`src/sv/gba_pkg.sv`:
```
// Shared types and constants for the group-by aggregator.
package gba_pkg;

	localparam int unsigned DataWidth = 32;

	typedef enum logic [1:0] {
		MODE_SUM = 2'd0,
		MODE_MIN = 2'd1,
		MODE_MAX = 2'd2,
		MODE_AVG = 2'd3
	} mode_t;

	typedef enum logic [1:0] {
		STAT_ACCUMULATED = 2'd0,
		STAT_DROPPED     = 2'd1,
		STAT_EMITTED     = 2'd2,
		STAT_DONE        = 2'd3
	} status_t;

	typedef enum logic {
		OP_ACCUMULATE = 1'b0,
		OP_READ       = 1'b1
	} op_t;

	// One classified command travelling from the front end to the engine.
	typedef struct packed {
		op_t                  op;
		logic [DataWidth-1:0] key;
		logic [DataWidth-1:0] value;
	} item_t;

	// One row of the group table as it is stored in memory.
	typedef struct packed {
		logic [DataWidth-1:0] key;
		logic [DataWidth-1:0] acc;
		logic [DataWidth-1:0] count;
	} entry_t;

	localparam int unsigned EntryWidth = $bits(entry_t);

endpackage

```
`src/sv/gba_front.sv`:
```
// Front end: accepts input transactions, classifies them and queues them for the engine.
module gba_front (
	input  logic                             clk,
	input  logic                             arst_n,
	input  logic                             push,
	output logic                             full,
	input  logic                             cmd,
	input  logic [gba_pkg::DataWidth-1:0]    group_key,
	input  logic [gba_pkg::DataWidth-1:0]    agg_value,
	output logic                             item_valid,
	output gba_pkg::item_t                   item,
	input  logic                             item_pop
);

	gba_pkg::item_t slot_q [2];
	logic           wr_ptr_q;
	logic           rd_ptr_q;
	logic [1:0]     count_q;
	logic           do_push;
	logic           do_pop;
	gba_pkg::item_t new_item;

	assign full       = (count_q == 2'd2);
	assign item_valid = (count_q != 2'd0);
	assign item       = slot_q[rd_ptr_q];
	assign do_push    = push && !full;
	assign do_pop     = item_pop && item_valid;

	always_comb begin
		new_item.op    = cmd ? gba_pkg::OP_READ : gba_pkg::OP_ACCUMULATE;
		new_item.key   = group_key;
		new_item.value = agg_value;
	end

	always_ff @(posedge clk) begin
		if (do_push) begin
			slot_q[wr_ptr_q] <= new_item;
		end
	end

	always_ff @(posedge clk or negedge arst_n) begin
		if (!arst_n) begin
			wr_ptr_q <= 1'b0;
			rd_ptr_q <= 1'b0;
			count_q  <= 2'd0;
		end else begin
			if (do_push) begin
				wr_ptr_q <= ~wr_ptr_q;
			end
			if (do_pop) begin
				rd_ptr_q <= ~rd_ptr_q;
			end
			case ({do_push, do_pop})
				2'b10:   count_q <= count_q + 2'd1;
				2'b01:   count_q <= count_q - 2'd1;
				default: count_q <= count_q;
			endcase
		end
	end

endmodule

```
`config.mk`:
```
export PLATFORM = sky130hd
export DESIGN_NAME = gba_front
export DESIGN_NICKNAME = d
export VERILOG_FILES = /design/src/sv/gba_pkg.sv /design/src/sv/gba_front.sv
export SDC_FILE = /design/constraint.sdc
export NUM_CORES = 1
export LEC_CHECK = 0
export ABC_AREA = 1
export BUFFER_PORTS_ARGS = -buffer_cell sky130_fd_sc_hd__buf_2
export CAP_MARGIN = 20
export CORE_MARGIN = 5
export CORE_UTILIZATION = 50
export CTS_CLUSTER_SIZE = 30
export DETAILED_ROUTE_END_ITERATION = 16
export PLACE_DENSITY = 0.75
export SLEW_MARGIN = 5
export SYNTH_ARGS = -nofsm -noshare
export SYNTH_HDL_FRONTEND = slang
export SYNTH_SLANG_ARGS = --single-unit
```
`constraint.sdc`:
```
create_clock -name clk -period 4.9 [get_ports clk]
set_input_delay 0.245 -clock clk [delete_from_list [all_inputs] [get_ports clk]]
set_output_delay 0.245 -clock clk [all_outputs]
set_load 0.05 [all_outputs]
```
## Yosys cells after proc, flatten, opt, wreduce, memory -nomap -nowiden

Memory sizes are Yosys's and may differ from the RTL's.
Cells that the tools add are included.

- Input bits: 69
- RAM bits: 130
- Register bits: 4
- Memories: 1
- Word-level logic and storage cells: 20

- Add/sub/neg operators: 2
- Bitwise operators: 2
- Reductions and logical operators: 5
- Eq/ne operators: 3
- Multiplexer cells: 4

Memories:

| memory | depth | width | read ports | clocked after memory_dff | wr ports | line | text |
|---|---|---|---|---|---|---|---|
| slot_q | 2 | 65 | 1 | 0 | 1 | gba_front.sv:15 | `gba_pkg::item_t slot_q [2];` |

Operators with widths:

| kind | number |
|---|---|
| 2-bit == test, second input constant | 2 |
| 2-bit one-hot mux with 2 select lines | 1 |
| 2-bit nonzero test | 2 |
| 1-bit two-way mux | 3 |
| 2-bit by 1-bit adder with 2-bit output, second input constant | 1 |
| 2-bit by 1-bit == test with 1-bit output, second input constant | 1 |
| 1-bit logical AND | 2 |
| 1-bit NOT | 2 |
| 2-bit by 1-bit subtractor with 2-bit output, second input constant | 1 |
| 1-bit logical NOT | 1 |

## Logic depth before layout (Yosys ltp)

- Depth in word-level cells: 5
- Gate-level depth with buffers: 10

## Worst setup path before layout

No wires, ideal clock.

- Kind: register -> register
- Start: register count_q[1]
- End: memory slot_q[1][0] (netlist bit) (enable)
- Arrival time: 3.313 ns
- Path buffers: 0
- Library setup time: 0.489 ns
- Data required time: 4.411 ns
- Cell stages (with the launch flop): 4
- Path slack: 1.098 ns
- Path through: dfrtp_1 > inv_1 > o21ai_0 > nor2_1

- Word-level cells in the longest chain between the ends: 5

Ends and longest elaborated chain:

| element | line | text |
|---|---|---|
| from (decl) | gba_front.sv:18 | `logic [1:0] count_q;` |
| from (signal assigned) | gba_front.sv:54 | `2'b10: count_q <= count_q + 2'd1;` |
| from (signal assigned) | gba_front.sv:55 | `2'b01: count_q <= count_q - 2'd1;` |
| from (signal assigned) | gba_front.sv:56 | `default: count_q <= count_q;` |
| 2-bit == test | gba_front.sv:23 | `assign full = (count_q == 2'd2);` |
| 1-bit logical NOT | gba_front.sv:26 | `assign do_push = push && !full;` |
| 1-bit logical AND | gba_front.sv:26 |  |
| 1-bit two-way mux | gba_front.sv:36 | `if (do_push) begin` |
| 1-bit two-way mux (implied by the code) | gba_front.sv:37 | `slot_q[wr_ptr_q] <= new_item;` |
| to (decl) | gba_front.sv:15 |  |

No other way between the ends.

==> results.json <==
{
  "die_y_um": 109,
  "synth_top_cells_by_count": "nand2_1, edfxtp_1, buf_2",
  "antenna_found_initial": 0,
  "status": "finished, final reports clean",
  "cts_setup_buffers": 0,
  "cts.sinks": 134,
  "setup.worst_path.start_class": "register",
  "grt_pass1_wl_um": 17100,
  "yosysMostFrequentCell": "nand2_1",
  "crit_path_end_kind": "output pin",
  "fp.dieArea_mm2": 0.0120,
  "setup_viol": 0,
  "grt_max_degree": 67,
  "clock-root-buffer": "clkbuf_8",
  "tritoncts": "yes",
  "ys_seq_area_share_pct": 81.0,
  "rsz0062_at_grt": "false",
  "cts_buffer_depth": 2,
  "clkSlewWorstSetupHoldPaths_ns": 0.06,
  "diodes": 0,
  "critical_path_class": "register to output pin",
  "remaining_drc_errors": 0,
  "async_reset_ff_share_pct": 2.99,
  "placed_area_mm2": 0.00576,
  "syn_avg_cell_area_um2": 13.3,
  "final_cell_area_mm2": 0.00701,
  "port_buffers": 135,
  "syn_area_mm2": 0.00494,
  "core_mm2": 0.00973,
  "initial_core_util_pct": 50.8,
  "final_util_pct": 72.0,
  "synth_top_area_cell": "edfxtp_1",
  "p_clk_share_pct": 24.1,
  "drv_cap": 0,
  "io_pins": 136,
  "required_ns": 4.66,
  "finClkSkew_ns": 0.00490,
  "p_int_mw": 2.76,
  "yosys.area.top_type_share_pct": 78.9,
  "vias": 3437,
  "rows": 36,
  "slew_headroom_pct": 51.9,
  "hold_path_class": "input port to register",
  "swShare_pct": 44.3,
  "tightest_slew_ns": 0.722,
  "timing.fmax_ghz": 0.448,
  "synth-seq-cells": 134,
  "final_nets": 653,
  "p_leak_nw": 3.05,
  "dieWidth_um": 109,
  "cts_hold_buf": 67,
  "hold_viol_final": 0,
  "synth_area_leaders": "edfxtp_1, nand2_1, dfrtp_1",
  "yosys.cell_types.count": 13,
  "first_iter_violations": 162,
  "seq_power_share_pct": 32.9,
  "wirelength_um": 11200,
  "fin_crit_sh_pct": 45.6,
  "synthToLayoutAreaGrowth_pct": 41.7,
  "clk_latency_ns": 0.50,
  "cp_max_fo": 66,
  "synth_edf_count": 130,
  "syn-num-nets": 441,
  "drive_above_1_share_pct": 28.7,
  "timing.final.crit_period_ns": 2.23,
  "post_cts_resized": 0,
  "num-fill-cells": 664,
  "cts_buffers": 17,
  "drt-pass1-iter-count": 4,
  "grtUsageTotal_pct": 19.4,
  "ys.flop_type": "edfxtp_1",
  "gr-total-overflow": 0,
  "combPwrFrac_pct": 43.0,
  "final_antenna_net_count": 0,
  "powerDensity_mw_per_mm2": 707,
  "peakVddDrop_uv": 428,
  "power_switching_mw": 2.19,
  "tns_ns": 0,
  "wire_per_inst_um": 15.4,
  "globalplace.congestion": 0.749,
  "yosysWarnings": 0,
  "vias_per_cell": 4.72,
  "finalMaxSlewViolations": 0,
  "htree_levels": 4,
  "grt_pass1_vias": 3585,
  "arrival_ns": 1.99,
  "dp_hpwl_um": 6210,
  "netlist_instances": 371
}
[metrics by stage]
| stage | cells | total power [mW] | setup slack (ns) | hold WS, ns |
|---|---|---|---|---|
| global route | 728 | 5.19 | 2.51 | 0.0499 |
| finish | 728 | 4.95 | 2.67 | 0.0625 |
| floorplan | 371 | 3.25 | 1.10 | -0.0506 |
| CTS | 727 | 4.97 | 2.41 | 0.0332 |
| global placement | 628 | 3.68 | 2.50 | 0.0562 |
| detailed placement | 629 | 3.73 | 2.41 | 0.0593 |
[registers in the layout, summed over array words and instances (netlist names)]
register and count:
slot_q 130, count_q 2, rd_ptr_q 1, wr_ptr_q 1
[area by class of cell]
cell class / count / area [µm²] / area share, %
Tap cell: 133 / 166 / 2.38
Timing Repair Buffer: 207 / 1410 / 20.1
Clock buffer: 20 / 425 / 6.07
Clock inverter: 11 / 134 / 1.91
Multi-Input combinational cell: 214 / 832 / 11.9
Sequential cell: 134 / 4010 / 57.2
Inverter: 9 / 33.8 / 0.482
[worst max-delay path, cell delays in order (launching register included)]
cell	delay, ns
dfrtp_2	0.37
buf_4	0.56
nand2_1	0.13
nand2_1	0.12
buf_2	0.27
[metal layers]
layer  track usage, %  up-vias  part of all wire [%]
met5                0        -                     0
met4             7.39        0                   1.2
met3             6.34       14                   6.1
met2             34.8      127                    53
met1             21.3     1622                    40
li1                 -     1674                     -
[power by group through the flow]
stage / logic, mW / clock network [mW] / registers [mW]
2_1_floorplan: 1.59 / 0 / 1.66
3_3_place_gp: 2.04 / 0 / 1.64
3_5_place_dp: 2.08 / 0 / 1.65
4_1_cts: 2.13 / 1.21 / 1.63
5_1_grt: 2.28 / 1.27 / 1.65
6_report: 2.13 / 1.19 / 1.63
[cells in the final DEF (no fill, tap or decap)]
cell,synthesis,layout
bufinv_16,0,3
clkbuf_16,0,16
clkinv_1,0,1
clkinv_2,0,5
ha_1,1,1
buf_4,5,3
dlygate4sd3_1,0,67
edfxtp_1,130,130
dfrtp_2,0,1
inv_2,1,2
nor2_1,2,1
buf_12,0,2
nand2_1,205,205
buf_2,9,135
clkbuf_8,0,1
nand4_1,1,1
nand3_1,3,3
nor2_4,0,1
inv_1,8,7
dfrtp_1,4,3
o21ai_0,1,1
xnor2_1,1,1
clkinvlp_4,0,2
clkbuf_1,0,3
[logic make-up (layout without fill, tap and decap cells)]
kind of cell | count (synthesis) | count (layout) | synth area share (%)
AOI/OAI and AO/OA | 1 | 1 | 0.101
xor gates and xnor gates | 1 | 1 | 0.177
adders and majority gates | 1 | 1 | 0.253
buffers and inverters | 23 | 247 | 2.35
DFF | 134 | 134 | 81.0
and+or+nand+nor | 211 | 211 | 16.1
[final timing paths]
| check | from | to | slack [ns] | cells after the start |
|---|---|---|---|---|
| setup / recovery | rd_ptr_q | item[19] | 2.67 | 4 |
| hold / removal | push | wr_ptr_q | 0.06 | 3 |
| setup reg to reg | count_q[1] | slot_q[0][13] | 2.84 | 6 |
| hold reg to reg | count_q[1] | count_q[1] | 0.47 | 2 |
| max in group asynchronous | arst_n | rd_ptr_q | 4.66 | 2 |
| min in group asynchronous | arst_n | count_q[1] | 0.10 | 2 |
No activity file was read; power rests on OpenSTA's default activity.
